==> src/hcbp_pkg.sv <==
// Shared types and constants for the Huffman code bit packer.
// No dependencies; every other file refers to this package by scoped names.
package hcbp_pkg;

   // Item kinds on the request channel
   typedef enum logic [1:0] {
      KIND_LOAD   = 2'd0,
      KIND_ENCODE = 2'd1,
      KIND_FLUSH  = 2'd2
   } kind_type;

   localparam int CODE_W   = 32;  // width of a stored code
   localparam int LEN_W    = 6;   // width of a code length
   localparam int RES_W    = 7;   // residual bits held between items
   localparam int CNT_W    = 3;   // residual bit count
   localparam int WORD_W   = 32;  // up to four packed bytes per item
   localparam int NBYTE_W  = 3;   // 0..4 bytes per item
   localparam int QDEPTH   = 4;   // packed-word queue depth
   localparam int QPTR_W   = 2;
   localparam int QCNT_W   = 3;

   // One code table entry
   typedef struct packed {
      logic [CODE_W-1:0] bits;
      logic [LEN_W-1:0]  len;
   } entry_type;

   // Looked-up item handed from the table stage to the packer
   typedef struct packed {
      logic              valid;
      logic              flush;
      logic [CODE_W-1:0] bits;
      logic [LEN_W-1:0]  len;
   } lookup_type;

   // Packed bytes of one item, earliest byte in the top bits
   typedef struct packed {
      logic [WORD_W-1:0]  data;
      logic [NBYTE_W-1:0] nbytes;
   } word_type;

endpackage

==> src/hcbp_pack.sv <==
// Bit packer: appends a looked-up code to the residual bits and splits off whole bytes.
// Depends on hcbp_pkg.
module hcbp_pack (
   input  logic                  clock,
   input  logic                  reset,
   input  hcbp_pkg::lookup_type  lookup,
   input  logic                  q_full,
   output logic                  go,
   output logic                  push,
   output hcbp_pkg::word_type    push_word
);

   logic [hcbp_pkg::RES_W-1:0]  res_ff;
   logic [hcbp_pkg::CNT_W-1:0]  cnt_ff;
   logic [hcbp_pkg::RES_W-1:0]  res_in;
   logic [hcbp_pkg::CNT_W-1:0]  cnt_in;

   logic [hcbp_pkg::LEN_W-1:0]  total;
   logic [38:0]                 acc;
   logic [39:0]                 aligned;
   logic [7:0]                  keep_mask;
   logic [7:0]                  flush_byte;
   hcbp_pkg::word_type          word;

   // Concatenate residual and code, left-align, and cut into bytes; or pad the residual on a flush
   always_comb begin
      total     = lookup.len + hcbp_pkg::LEN_W'(cnt_ff);
      acc       = (39'(res_ff) << lookup.len) | 39'(lookup.bits);
      aligned   = {1'b0, acc} << (6'd40 - total);
      keep_mask = (8'd1 << total[2:0]) - 8'd1;
      flush_byte = 8'({1'b0, res_ff} << (4'd8 - {1'b0, cnt_ff}));

      if (lookup.flush) begin
         word.data   = {flush_byte, 24'd0};
         word.nbytes = (cnt_ff != '0) ? 3'd1 : 3'd0;
         res_in      = '0;
         cnt_in      = '0;
      end else begin
         word.data   = aligned[39:8];
         word.nbytes = total[5:3];
         res_in      = acc[6:0] & keep_mask[6:0];
         cnt_in      = total[2:0];
      end

      go        = !lookup.valid || (word.nbytes == '0) || !q_full;
      push      = lookup.valid && (word.nbytes != '0) && !q_full;
      push_word = word;
   end

   // Update the residual when an item is consumed
   always_ff @(posedge clock) begin
      if (reset) begin
         res_ff <= '0;
         cnt_ff <= '0;
      end else if (lookup.valid && go) begin
         res_ff <= res_in;
         cnt_ff <= cnt_in;
      end
   end

   // Residual bits above the count stay zero
   assert property (@(posedge clock) disable iff (reset) (res_ff >> cnt_ff) == '0)
      else $error("hcbp_pack: stray residual bits");

   // Never push into a full queue
   assert property (@(posedge clock) disable iff (reset) push |-> !q_full)
      else $error("hcbp_pack: push while queue full");

   // A flush leaves the residual empty
   assert property (@(posedge clock) disable iff (reset)
      (lookup.valid && lookup.flush && go) |=> (cnt_ff == '0))
      else $error("hcbp_pack: residual not cleared by flush");

endmodule

==> config.mk <==
export PLATFORM = sky130hd
export DESIGN_NAME = hcbp_pack
export DESIGN_NICKNAME = d
export VERILOG_FILES = /design/src/hcbp_pkg.sv /design/src/hcbp_pack.sv
export SDC_FILE = /design/constraint.sdc
export NUM_CORES = 1
export LEC_CHECK = 0
export ABC_AREA = 1
export BUFFER_PORTS_ARGS = -buffer_cell sky130_fd_sc_hd__buf_4
export CORE_MARGIN = 2
export CORE_UTILIZATION = 59
export DETAILED_ROUTE_END_ITERATION = 8
export HOLD_SLACK_MARGIN = 0.02
export MAX_ROUTING_LAYER = met4
export PLACE_DENSITY = 0.82
export SLEW_MARGIN = 20
export SYNTH_ARGS = -nofsm -noshare
export SYNTH_HDL_FRONTEND = slang
export SYNTH_SLANG_ARGS = --single-unit
export TNS_END_PERCENT = 100
==> constraint.sdc <==
create_clock -name clock -period 4.98 [get_ports clock]
set_input_delay 0.996 -clock clock [delete_from_list [all_inputs] [get_ports clock]]
set_output_delay 0.996 -clock clock [all_outputs]
set_load 0.01 [all_outputs]
==> flow_summary.ini <==
[cells_and_area]
fillerInstances = 678
drive_gt1_share_pct = 14.7
layout.nets = 925
diodes = 0
multiInputGateArea_mm2 = 0.00357
ff_latch_area_um2 = 200
area_delta_synth_final_pct = 15.9

[hold_path]
min_from = cnt_ff[2]
min_to = cnt_ff[2]
min_path_cells = 2
hold_class = flip-flop to flip-flop

[timing]
rsz0062_at_grt = false
fin_crit_sh_pct = 97.0
drv_slew = 0
skew_ns = 0.000554
setup_viol = 0
slew_headroom_pct = 58.0
setup_ws_ns = 0.152
max_freq_mhz = 207
final.setup.tns_ns = 0
fin_crit_ns = 4.83
hold_violations = 0
worst_pin_slew_ns = 0.629

[global_route]
grt_max_degree = 45
grt_use_met3_pct = 9.23
antenna_found_initial = 0
use_met1_pct = 58.1
busiest_layer = met2
grt_pass1_vias = 5525
track_usage_pct = 44.9
use_met2_pct = 67.7
overflow = 0
grt_pass1_wl_um = 27000

[job]
drv_cap = 0

[pwr]
vdd_drop_max_mv = 0.334
p_leak_nw = 2.44
p_per_area_mw_per_mm2 = 257

[clock_tree]
cts_sinks = 10
clockBufferDepth = 2
cts_setup_buffers = 0
hold_buffers = 0
cts-root-buf = clkbuf_8
clock_latency_ns = 0.23
cts-htree-levels = 1
cts_made_buffers = 3
path_clk_slew_ns = 0.05
ctsResizeCount = 0
cts_tree = done

[drt]
dr.pass1.iters = 7
drtAntennaViolNets = 0
remaining_drc_errors = 0
route.vias.total = 6383
drt_iter0_drc = 974
wl_per_cell_um = 18.0
via_per_inst = 6.60
drt_wl_total_um = 17400

[placed_design]
post-place-ws_ns = 0.232
io_buffers = 79
globalplace.congestion = 1.06
hpwlAfterDp_um = 13200

[setup_path]
cp_max_fo = 39
worstSetupEndpointType = output port
cp_data_required_time_ns = 3.98
worstSetupPathType = input port to output port
reg2regPathDepth = 12
startpoint_type = input port
cp.arrival_ns = 3.83
rr_startpoint = cnt_ff[0]
crit_path_start = lookup[0]
worstReg2RegEnd = res_ff[5]
r2r_setup_slack_ns = 1.84

[yosys]
synth_cells = 826
syn-num-nets = 882
synth_common_cells = nand3_1, nand2_1, inv_1
synth_edf_count = 0
yosysMostFrequentCell = nand3_1
ys_ff_latch = 10
yosysWarnings = 0
yosys-top-cells-area = nand3_1, nand2_1, inv_1, dfxtp_1, ha_1
synthFlopType = dfxtp_1
yosys.cell_types.count = 48
yosysTopAreaCell = nand3_1
syn_area_per_cell_um2 = 5.20
synthDominantCellAreaShare_pct = 43.7
netlist_area_mm2 = 0.00429
yosysSeqAreaShare_pct = 4.66
synth-async-reset-ratio_pct = 0

[floorplanning]
ios = 80
die-area_mm2 = 0.00798
die_w_um = 89.3
die-height_um = 89.3
start_util_pct = 60.2
design.core.area_mm2 = 0.00714
rows = 31

[outcome]
status = complete, no violations
state kept, by name, summed over array words and instances (netlist names):
register  cells
cnt_ff        3
res_ff        7
final cells by class:
type                            instances  area share (%)
Inverter                               71            5.50
Tap cell                               99            2.49
Multi-Input combinational cell        689            71.7
Timing Repair Buffer                   94            15.2
Clock buffer                            4            1.11
Sequential cell                        10            4.02
layer usage:
metal	part of all wire, %	wire (um)
met1	38	6710
met2	44	7610
met3	13	2250
met4	5.0	870
met5	0	0
report_power, final:
part | leakage [nW] | total, mW | switching (mW) | internal (mW)
logic | 2.33 | 1.08 | 0.702 | 0.380
registers | 0.0820 | 0.0967 | 0.0111 | 0.0856
clock network | 0.0288 | 0.101 | 0.0316 | 0.0695
worst max-delay path, stage by stage:
cell and delay [ns]:
buf_4 0.11, ha_1 0.22, fa_1 0.59, inv_1 0.12
ha_1 0.26, ha_1 0.36, inv_1 0.12, buf_12 0.21
nand3_1 0.12, nand3_1 0.10, nand3_1 0.11, nand3_1 0.12
nand2_1 0.07, nand2_1 0.07, nand2_1 0.09, buf_4 0.15
cell usage in the layout, fill, tap and decap left out, types with 7 or more instances in the layout:
cell	Yosys	layout
nand3_1	375	375
nand2_1	135	135
buf_4	1	90
inv_1	63	63
nor2_1	37	37
a21oi_1	27	27
o21ai_0	20	20
nand4_1	19	19
ha_1	12	12
dfxtp_1	10	10
o21ai_1	9	9
nor2_2	7	7
metrics by stage:
step	total power, mW	std cells	utilization [%]	area (um^2)	hold WS (ns)
floorplan	0.820	826	-	4290	0.455
global placement	1.13	963	69.0	4920	0.499
detailed placement	1.14	963	69.0	4920	0.514
CTS	1.24	967	69.8	4980	0.520
global route	1.38	967	69.8	4980	0.533
finish	1.28	967	69.8	4980	0.528
logic make-up (layout without fill, tap and decap cells):
logic type      count (synthesis)  in the layout  share of synthesized area (%)
buf+inv                       127            169                           12.2
flops                          10             10                           4.66
simple gates                  590            590                           65.5
fa+ha+maj                      13             13                           3.96
compound gates                 77             77                           10.6
mux                             1              1                          0.233
xor+xnor                        8              8                           2.77
worst max-delay path by stage:
stage                     depth (start not counted)            end
final                                            16  push_word[31]
after global routing                             16  push_word[32]
after CTS                                        16  push_word[31]
after detailed placement                         16  push_word[31]
after global placement                           16  push_word[29]
after floorplan                                  17  push_word[30]
Note: power is estimated with default switching activity, not from simulation.
