==> config.mk <==
export PLATFORM = sky130hd
export DESIGN_NAME = hcbp_out_queue
export DESIGN_NICKNAME = d
export VERILOG_FILES = /design/src/hcbp_pkg.sv /design/src/hcbp_out_queue.sv
export SDC_FILE = /design/constraint.sdc
export NUM_CORES = 1
export LEC_CHECK = 0
export ABC_CLOCK_PERIOD_IN_PS = 4150
export CORE_UTILIZATION = 40
export CTS_BUF_LIST = sky130_fd_sc_hd__clkbuf_8
export DETAILED_ROUTE_END_ITERATION = 16
export DONT_BUFFER_PORTS = 1
export GPL_TIMING_DRIVEN = 0
export PLACE_DENSITY_LB_ADDON = 0.08
export SLEW_MARGIN = 40
export SYNTH_ARGS = -nofsm -noshare
export SYNTH_HDL_FRONTEND = slang
export SYNTH_SLANG_ARGS = --single-unit
==> constraint.sdc <==
create_clock -name clock -period 4.15 [get_ports clock]
set_input_delay 0 -clock clock [delete_from_list [all_inputs] [get_ports clock]]
set_output_delay 0 -clock clock [all_outputs]
set_load 0.02 [all_outputs]
==> src/hcbp_pkg.sv <==
// Shared types and constants for the Huffman code bit packer.
// No dependencies; every other file refers to this package by scoped names.
package hcbp_pkg;

   // Item kinds on the request channel
   typedef enum logic [1:0] {
      KIND_LOAD   = 2'd0,
      KIND_ENCODE = 2'd1,
      KIND_FLUSH  = 2'd2
   } kind_type;

   localparam int CODE_W   = 32;  // width of a stored code
   localparam int LEN_W    = 6;   // width of a code length
   localparam int RES_W    = 7;   // residual bits held between items
   localparam int CNT_W    = 3;   // residual bit count
   localparam int WORD_W   = 32;  // up to four packed bytes per item
   localparam int NBYTE_W  = 3;   // 0..4 bytes per item
   localparam int QDEPTH   = 4;   // packed-word queue depth
   localparam int QPTR_W   = 2;
   localparam int QCNT_W   = 3;

   // One code table entry
   typedef struct packed {
      logic [CODE_W-1:0] bits;
      logic [LEN_W-1:0]  len;
   } entry_type;

   // Looked-up item handed from the table stage to the packer
   typedef struct packed {
      logic              valid;
      logic              flush;
      logic [CODE_W-1:0] bits;
      logic [LEN_W-1:0]  len;
   } lookup_type;

   // Packed bytes of one item, earliest byte in the top bits
   typedef struct packed {
      logic [WORD_W-1:0]  data;
      logic [NBYTE_W-1:0] nbytes;
   } word_type;

endpackage

==> src/hcbp_out_queue.sv <==
// Packed-word queue and byte serialiser driving the response channel.
// Depends on hcbp_pkg.
module hcbp_out_queue (
   input  logic                clock,
   input  logic                reset,
   input  logic                push,
   input  hcbp_pkg::word_type  push_word,
   output logic                q_full,
   output logic                rsp_valid,
   input  logic                rsp_stall,
   output logic [7:0]          rsp_out_byte,
   output logic                rsp_last_of_run
);

   hcbp_pkg::word_type               word_ff [hcbp_pkg::QDEPTH];
   logic [hcbp_pkg::QPTR_W-1:0]      head_ff;
   logic [hcbp_pkg::QPTR_W-1:0]      tail_ff;
   logic [hcbp_pkg::QCNT_W-1:0]      count_ff;
   logic [1:0]                       idx_ff;

   hcbp_pkg::word_type               head_word;
   logic [4:0]                       sel;
   logic                             take;
   logic                             pop;

   // Select the current byte from the head word
   always_comb begin
      head_word       = word_ff[head_ff];
      sel             = 5'd31 - {idx_ff, 3'b000};
      rsp_valid       = (count_ff != '0);
      rsp_out_byte    = head_word.data[sel -: 8];
      rsp_last_of_run = ({1'b0, idx_ff} == (head_word.nbytes - 3'd1));
      take            = rsp_valid && !rsp_stall;
      pop             = take && rsp_last_of_run;
      q_full          = (count_ff == hcbp_pkg::QCNT_W'(hcbp_pkg::QDEPTH));
   end

   // Store pushed words
   always_ff @(posedge clock) begin
      if (push) begin
         word_ff[tail_ff] <= push_word;
      end
   end

   // Advance pointers, count and byte index
   always_ff @(posedge clock) begin
      if (reset) begin
         head_ff  <= '0;
         tail_ff  <= '0;
         count_ff <= '0;
         idx_ff   <= '0;
      end else begin
         if (push) begin
            tail_ff <= tail_ff + hcbp_pkg::QPTR_W'(1);
         end
         if (pop) begin
            head_ff <= head_ff + hcbp_pkg::QPTR_W'(1);
            idx_ff  <= '0;
         end else if (take) begin
            idx_ff  <= idx_ff + 2'd1;
         end
         if (push && !pop) begin
            count_ff <= count_ff + hcbp_pkg::QCNT_W'(1);
         end else if (pop && !push) begin
            count_ff <= count_ff - hcbp_pkg::QCNT_W'(1);
         end
      end
   end

   // Occupancy stays within the queue
   assert property (@(posedge clock) disable iff (reset)
      count_ff <= hcbp_pkg::QCNT_W'(hcbp_pkg::QDEPTH))
      else $error("hcbp_out_queue: occupancy overflow");

   // The byte index stays inside the head word
   assert property (@(posedge clock) disable iff (reset)
      rsp_valid |-> ({1'b0, idx_ff} < head_word.nbytes))
      else $error("hcbp_out_queue: byte index past head word");

   // An empty queue serialises nothing
   assert property (@(posedge clock) disable iff (reset)
      (count_ff == '0) |-> (idx_ff == '0))
      else $error("hcbp_out_queue: index moved on empty queue");

endmodule

==> results.md, run 1 <==
* Critical Path RT at 4.51 ns
* # rows at 43
* Netlist cell types at 29
* Largest vdd supply drop at 271 uV
* Sequential share of the synthesized area at 0.752
* Asr flop ratio synth at 0
* Unrepaired setup endpoints after global routing: false
* Largest stage delay, worst path at approximately 0.4 ns
* Vias at around 2700
* CP max stage cell: clkbuf_1
* Vias in the first global route at a little under 3000
* Yosys warns at 0
* R2r setup slk at between 0.5 and 0.6 ns
* Fmax at about 280 MHz
* Total congestion overflow at 0
* Share of cells above drive strength 1 at 0.253
* Worst-Skew Late Latency at roughly 0.43 ns
* Simple-gate portion of the synthesized area at 0.0268
* Worst-margin pin slew at between 0.7 and 0.8 ns
* # placed instances at between 400 and 500
* Synth Area in XOR/XNOR at 0.0119
* R2r endpoint: count_ff[2]$_SDFFE_PP0P_
* Pin count of the biggest net entering global routing at 31
* Most Frequent Cell on Critical Path: inv_1
* HPWL after DPL at approximately 6700 um
* Drt pass-1 iters at 6
* IO Count at 50
* Yosys reg bits at 151
* Core area at approximately 0.014 sq mm
* Pwr per Cell Area at approximately 450 mW/mm^2
* Slew HR at 0.481
* Die Footprint at approximately 0.015 sq mm
* RD Place Congestion at between 0.7 and 0.8
* Crit. End Element: flip-flop
* Hold Path Depth at 1
* Post-Synth Adder-Cell Area at 0.0162
* Setup-failing EPs final at 0
* DRC at 0
* WL final at approximately 11000 um
* Crit path time final at between 3 and 4 ns
* Crit Path Class: reg -> reg
* R2R depth at 14
* CTS tree: done
* Initial DRC count at 172
* Synth Cell Area at 0.00589 sq mm
* Compound-Gate Fraction of Synth Area at 0.00553
* Largest family of logic cells by synthesized area: multiplexers
* Final Net Count at between 300 and 400
* Mux share of post-synthesis cell area at 0.174
* Area of the multi-input gates at approximately 0.0014 sq mm
* DIE HEIGHT at 123 um
* Final hold vios at 0
* Hold path startpoint: push_word[0]
* IO Port Bufs at 0
* Register clock-pin slew on the reported worst setup and hold paths at 0.07 ns
* WL/cell at between 20 and 25 um
* Final setup TNS at 0 ns
* Hold crit path type: in -> reg
* Status: finished clean
* Die width at between 100 and 150 um
* Total GRT Usage at 0.165
* CTS root buf: clkbuf_8
* Max cap viols at 0
* Syn-to-layout area delta at 18.3%
* Crit-path cells: clkbuf_1, clkbuf_2, mux4_2, inv_1, ha_1, xor2_1, nor4b_4, inv_1, ha_1, inv_1, fa_1, xor2_1, or3_1, a21oi_1
* WHS Endpoint: word_ff[1][0]$_DFFE_PP_
* Worst Path Arrival at ~4 ns
* Buf/Inv on CP at 5
* Drt via density at 5.14
* Main synth FF type: edfxtp_1
* Antenna violations before repair at 0
* Final period util at 0.873
* Syn avg cell area at between 20 and 25 sq um
* Postcts setup bufs at 0
* Total Power at 3.16 mW
* Worst clock skew at ~0.0073 ns
* Crit path max-delay family: buffers and inverters
* P_leak at 2.26 nW
* Ant. Diodes at 0
* Slew Viols, Final at 0
* H-tree levels at 4
* Post-synth EDFFs at 140
* Mapped Nets at 311
* Number of antenna-violating nets in the routed design at 0
* Maximum root-to-sink buffer count at 2
* Layout Cells excl Fill at 520
* Startpoint type of the worst setup path: flip-flop
* Initial Util at 0.418
* Post-synthesis cell count at 265
* CP max FO at 10
* First-pass GRT wire length at between 15000 and 20000 um
* # fillers at about 1200
* Register Area at between 0.004 and 0.005 sq mm
* CTS Sinks at around 150
* CTS buffer count at 17
[metrics by stage]
stage                     hold WS (ns)  setup slack (ns)  utilization  area, sq um
after global routing             0.242             0.223        0.494         6960
after global placement          0.0990             0.279        0.434         6110
after CTS                        0.231             0.186        0.494         6960
final                            0.266             0.525        0.494         6960
after floorplan                 0.0989             0.992            -         5890
after detailed placement        0.0990             0.222        0.440         6200
[cell type report]
| cell class | instances | area share |
|---|---|---|
| sequential | 151 | 0.635 |
| multi-input combinational | 95 | 0.199 |
| timing repair buffer | 43 | 0.0676 |
| clock buffer | 22 | 0.0435 |
| tap | 180 | 0.0323 |
| clock inverter | 10 | 0.00952 |
| buffer | 12 | 0.00863 |
| inverter | 7 | 0.00377 |
[synthesized netlist by cell type (2+ instances only)]
library cell / instances / area, sq um
edfxtp_1: 140 / 4200
mux4_2: 43 / 968
dfxtp_1: 11 / 220
nor2_1: 8 / 30.0
inv_1: 7 / 26.3
clkbuf_1: 6 / 22.5
ha_1: 6 / 75.1
buf_2: 5 / 25.0
and2_1: 4 / 25.0
nand2_1: 4 / 15.0
xnor2_1: 4 / 35.0
xor2_1: 4 / 35.0
a21oi_1: 2 / 10.0
mux2_1: 2 / 22.5
mux2i_1: 2 / 20.0
nor2b_1: 2 / 12.5
nor3_1: 2 / 10.0
nor3b_1: 2 / 15.0
[worst max path at each step]
stage	from	to	cells past startpoint	slack (ns)
2_1_floorplan	flip-flop	count_ff[2]$_SDFFE_PP0P_	14	0.99
3_5_place_dp	flip-flop	count_ff[2]$_SDFFE_PP0P_	14	0.22
6_report	flip-flop	count_ff[2]$_SDFFE_PP0P_	14	0.53
4_1_cts	flip-flop	count_ff[2]$_SDFFE_PP0P_	14	0.19
3_3_place_gp	flip-flop	count_ff[2]$_SDFFE_PP0P_	14	0.28
5_1_grt	flip-flop	count_ff[2]$_SDFFE_PP0P_	14	0.22
[timing repair]
item,4_1_cts,5_1_grt
hold endpoints to repair,188,0
hold buffers,39,0
endpoints found under the setup margin,0,2
resized for setup,0,2
[metal layers]
metal	wire length, um	track usage	part of all wire
met2	5490	0.265	0.50
met5	0	0	0
met3	542	0.0600	0.049
met4	110	0.0633	0.010
met1	4830	0.205	0.44
[logic make-up after synthesis]
kind of cell               after synthesis
AOI/OAI and AO/OA                        5
xor gates and xnor gates                 8
adders and majority gates                7
buffers and inverters                   19
DFF                                    151
muxes                                   48
and+or+nand+nor                         27
[cell usage in the layout (no fill, tap or decap), drive strengths merged, types with 2 or more instances in the layout]
cell type / Yosys / routed
nor3b: 2 / 2
mux2i: 2 / 2
xnor2: 4 / 4
dfxtp: 11 / 11
mux4: 43 / 43
nor2b: 2 / 2
ha: 6 / 6
inv: 7 / 14
nor2: 8 / 8
clkinv: 0 / 2
buf: 6 / 10
and2: 4 / 4
dlygate4sd3: 0 / 39
nand2: 4 / 4
xor2: 4 / 4
edfxtp: 140 / 140
a21oi: 2 / 2
mux2: 3 / 3
nor3: 2 / 2
clkbuf: 6 / 28
[registers in the layout, summed over array words and instances (netlist names), named ones only]
signal / flops
count_ff: 3
head_ff: 2
idx_ff: 2
tail_ff: 2
word_ff: 140
[worst register-to-register path, delay by kind of cell (launching register included)]
family | cells | cell delay (ns)
buffers and inverters | 5 | 1.07
adder cells (fa/ha/maj) | 3 | 0.66
AND/OR/NAND/NOR | 2 | 0.64
XOR/XNOR | 2 | 0.37
multiplexers | 1 | 0.36
flip-flops | 1 | 0.31
AO/OA/AOI/OAI | 1 | 0.14
[power by group]
part,internal (mW),switching (mW)
logic,0.167,0.209
clock network,0.537,0.487
registers,1.74,0.0217
total,2.45,0.717
No activity file was read; power rests on OpenSTA's default activity.
==> run 2, diff against run 1 <==
CORE_ASPECT_RATIO = 1.2   (was default)
CORE_MARGIN = 4   (was default)
CORE_UTILIZATION = 60   (was 40)
==> results.md, run 2 (synthesized netlist as in run 1, its figures left out) <==
* Drt via density at 5.88 (was 5.14)
* Largest regs: word_ff x140, count_ff x3 (unchanged)
* Core area at 0.00956 sq mm (was 0.0141 sq mm)
* H-tree levels at 4 (unchanged)
* Worst-Skew Late Latency at 0.42 ns (was 0.43 ns)
* # placed instances at 391 (was 449)
* Total congestion overflow at 0 (unchanged)
* Sw frac at 0.228 (was 0.227)
* DRC at 0 (unchanged)
* Final hold vios at 0 (unchanged)
* Crit-path cells: clkbuf_1, clkbuf_1, mux4_2, inv_1, ha_1, xor2_1, nor4b_4, inv_1, ha_1, inv_1, fa_1, xor2_1, or3_1, a21oi_1 (was clkbuf_1, clkbuf_2, mux4_2, inv_1, ha_1, xor2_1, nor4b_4, inv_1, ha_1, inv_1, fa_1, xor2_1, or3_1, a21oi_1)
* Pwr per Cell Area at 468 mW/mm^2 (was 454 mW/mm^2)
* Worst Path Arrival at 4.20 ns (was 3.99 ns)
* P_int at 2.49 mW (was 2.45 mW)
* Worst-margin pin slew at 0.805 ns (was 0.779 ns)
* Layout Cells excl Fill at 462 (was 520)
* Vias at 2716 (was 2673)
* Register clock-pin slew on the reported worst setup and hold paths at 0.08 ns (was 0.07 ns)
* IO Count at 50 (unchanged)
* Drt pass-1 iters at 4 (was 6)
* Max cap viols at 0 (unchanged)
* Largest register by flop count: word_ff (unchanged)
* # rows at 39 (was 43)
* # fillers at 595 (was 1163)
* First-pass GRT wire length at 16000 um (was 17000 um)
* Maximum root-to-sink buffer count at 2 (unchanged)
* Largest vdd supply drop at 315 uV (was 271 uV)
* Worst clock skew at 0.00540 ns (was 0.00733 ns)
* Startpoint type of the worst setup path: flip-flop (unchanged)
* Most Frequent Cell on Critical Path: inv_1 (unchanged)
* DIE HEIGHT at 117 um (was 123 um)
* Die Footprint at 0.0115 sq mm (was 0.0152 sq mm)
* Commonest non-fill, non-tap cell in the layout: edfxtp_1 (unchanged)
* Area of the multi-input gates at 0.00139 sq mm (unchanged)
* Share of cells above drive strength 1 at 0.263 (was 0.253)
* Final period util at 0.926 (was 0.873)
* CTS Sinks at 151 (unchanged)
* Vias in the first global route at 2904 (was 2912)
* Final core occ at 0.721 (was 0.494)
* Power share of the combinational group at 0.113 (was 0.119)
* Final Net Count at 372 (was 373)
* CP max stage cell: clkbuf_1 (unchanged)
* CTS root buf: clkbuf_8 (unchanged)
* CTS buffer count at 17 (unchanged)
* Final setup TNS at 0 ns (unchanged)
* Slew Viols, Final at 0 (unchanged)
* Slew HR at 0.463 (was 0.481)
* Postcts setup bufs at 0 (unchanged)
* Setup-failing EPs final at 0 (unchanged)
* Fmax at 260 MHz (was 276 MHz)
* Total GRT Usage at 0.193 (was 0.165)
* Crit. End Element: flip-flop (unchanged)
* IO Port Bufs at 0 (unchanged)
* Crit Path Class: reg -> reg (unchanged)
* Ant. Diodes at 0 (unchanged)
* CP max FO at 10 (unchanged)
* Die width at 98.4 um (was 123 um)
* Critical Path RT at 4.50 ns (was 4.51 ns)
* Flop pwr share at 0.547 (was 0.558)
* WL final at 10000 um (was 11000 um)
* Initial DRC count at 194 (was 172)
* Number of antenna-violating nets in the routed design at 0 (unchanged)
* CTS tree: done (unchanged)
* Register Area at 0.00442 sq mm (unchanged)
* Antenna violations before repair at 0 (unchanged)
* Syn-to-layout area delta at 17.2% (was 18.3%)
* HPWL after DPL at 5860 um (was 6740 um)
* Initial Util at 0.616 (was 0.418)
* Max reg flops at 140 (unchanged)
* Largest stage delay, worst path at 0.66 ns (was 0.41 ns)
* Clk pwr share at 0.340 (was 0.324)
* Crit path time final at 3.84 ns (was 3.62 ns)
* Hold crit path type: in -> reg (unchanged)
* WL/cell at 21.7 um (was 21.1 um)
* Total Power at 3.23 mW (was 3.16 mW)
* P_leak at 2.23 nW (was 2.26 nW)
* Unrepaired setup endpoints after global routing: false (unchanged)
* Status: finished clean (unchanged)
* Commonest non-fill, non-tap cells in the layout: 140 x edfxtp_1, 43 x mux4_2, 39 x dlygate4sd3_1, 17 x clkbuf_8, 11 x dfxtp_1 (was 140 x edfxtp_1, 43 x mux4_2, 39 x dlygate4sd3_1, 22 x clkbuf_8, 14 x inv_1)
* Pin count of the biggest net entering global routing at 36 (was 31)
* RD Place Congestion at 0.691 (was 0.702)
* NetSw at 0.735 mW (was 0.717 mW)
-- run 2: cell types whose count changed in the layout (fill, tap and decap cells not counted), sizes merged --
cell / previous run / this run
buf: 10 / 9
bufinv: 1 / 3
clkbuf: 28 / 23
clkinv: 2 / 6
clkinvlp: 0 / 3
inv: 14 / 10
-- run 2: final timing paths --
kind | start | endpoint | slack [ns] | cells after the start
setup / recovery | flip-flop | count_ff[2]$_SDFFE_PP0P_ | 0.31 | 14
hold / removal | push | word_ff[2][28]$_DFFE_PP_ | 0.07 | 2
setup reg to reg | flip-flop | count_ff[2]$_SDFFE_PP0P_ | 0.31 | 14
hold reg to reg | count_ff[2]$_SDFFE_PP0P_ | count_ff[2]$_SDFFE_PP0P_ | 0.52 | 2
-- run 2: per-stage QoR --
stage / cell area (sq um) / hold WS [ns] / worst slack [ns]
4_1_cts: 6900 / 0.0493 / 0.198
5_1_grt: 6900 / 0.0494 / 0.0116
3_3_place_gp: 6040 / 0.0990 / 0.321
6_report: 6900 / 0.0707 / 0.306
3_5_place_dp: 6110 / 0.0990 / 0.237
2_1_floorplan: 5890 / 0.0989 / 0.992
-- run 2: layout make-up --
| class | count | share of cell area |
|---|---|---|
| Multi-Input combinational cell | 95 | 0.201 |
| Clock buffer | 17 | 0.0339 |
| Buffer | 12 | 0.00853 |
| Inverter | 7 | 0.00381 |
| Sequential cell | 151 | 0.641 |
| Tap cell | 123 | 0.0223 |
| Clock inverter | 15 | 0.0236 |
| Timing Repair Buffer | 42 | 0.0653 |
-- run 2: worst max-delay path: cells and delay by family, from the launching register on --
| family | cells | cell delay (ns) |
|---|---|---|
| fa+ha+maj | 3 | 0.64 |
| xor+xnor | 2 | 0.39 |
| simple gates | 2 | 0.62 |
| mux | 1 | 0.40 |
| buf+inv | 5 | 1.24 |
| compound gates | 1 | 0.14 |
| flops | 1 | 0.31 |
-- run 2: what timing repair did --
action	4_1_cts	5_1_grt
hold buffers	39	0
hold endpoints to repair	149	0
resized for setup	0	0
-- run 2: power groups by stage --
stage                     clock [mW]  combinational [mW]  sequential, mW
after floorplan                    0               0.253            1.79
after global placement             0               0.312            1.80
after detailed placement           0               0.327            1.80
after CTS                       1.12               0.373            1.76
after global routing            1.19               0.398            1.77
final                           1.10               0.365            1.76
-- run 2: routing by layer --
metal / vias to the layer above / routed length [um] / track usage
li1: 1211 / - / -
met1: 1431 / 4210 / 0.255
met2: 61 / 5210 / 0.309
met3: 13 / 427 / 0.0508
met4: 0 / 181 / 0.0865
met5: - / 0 / 0
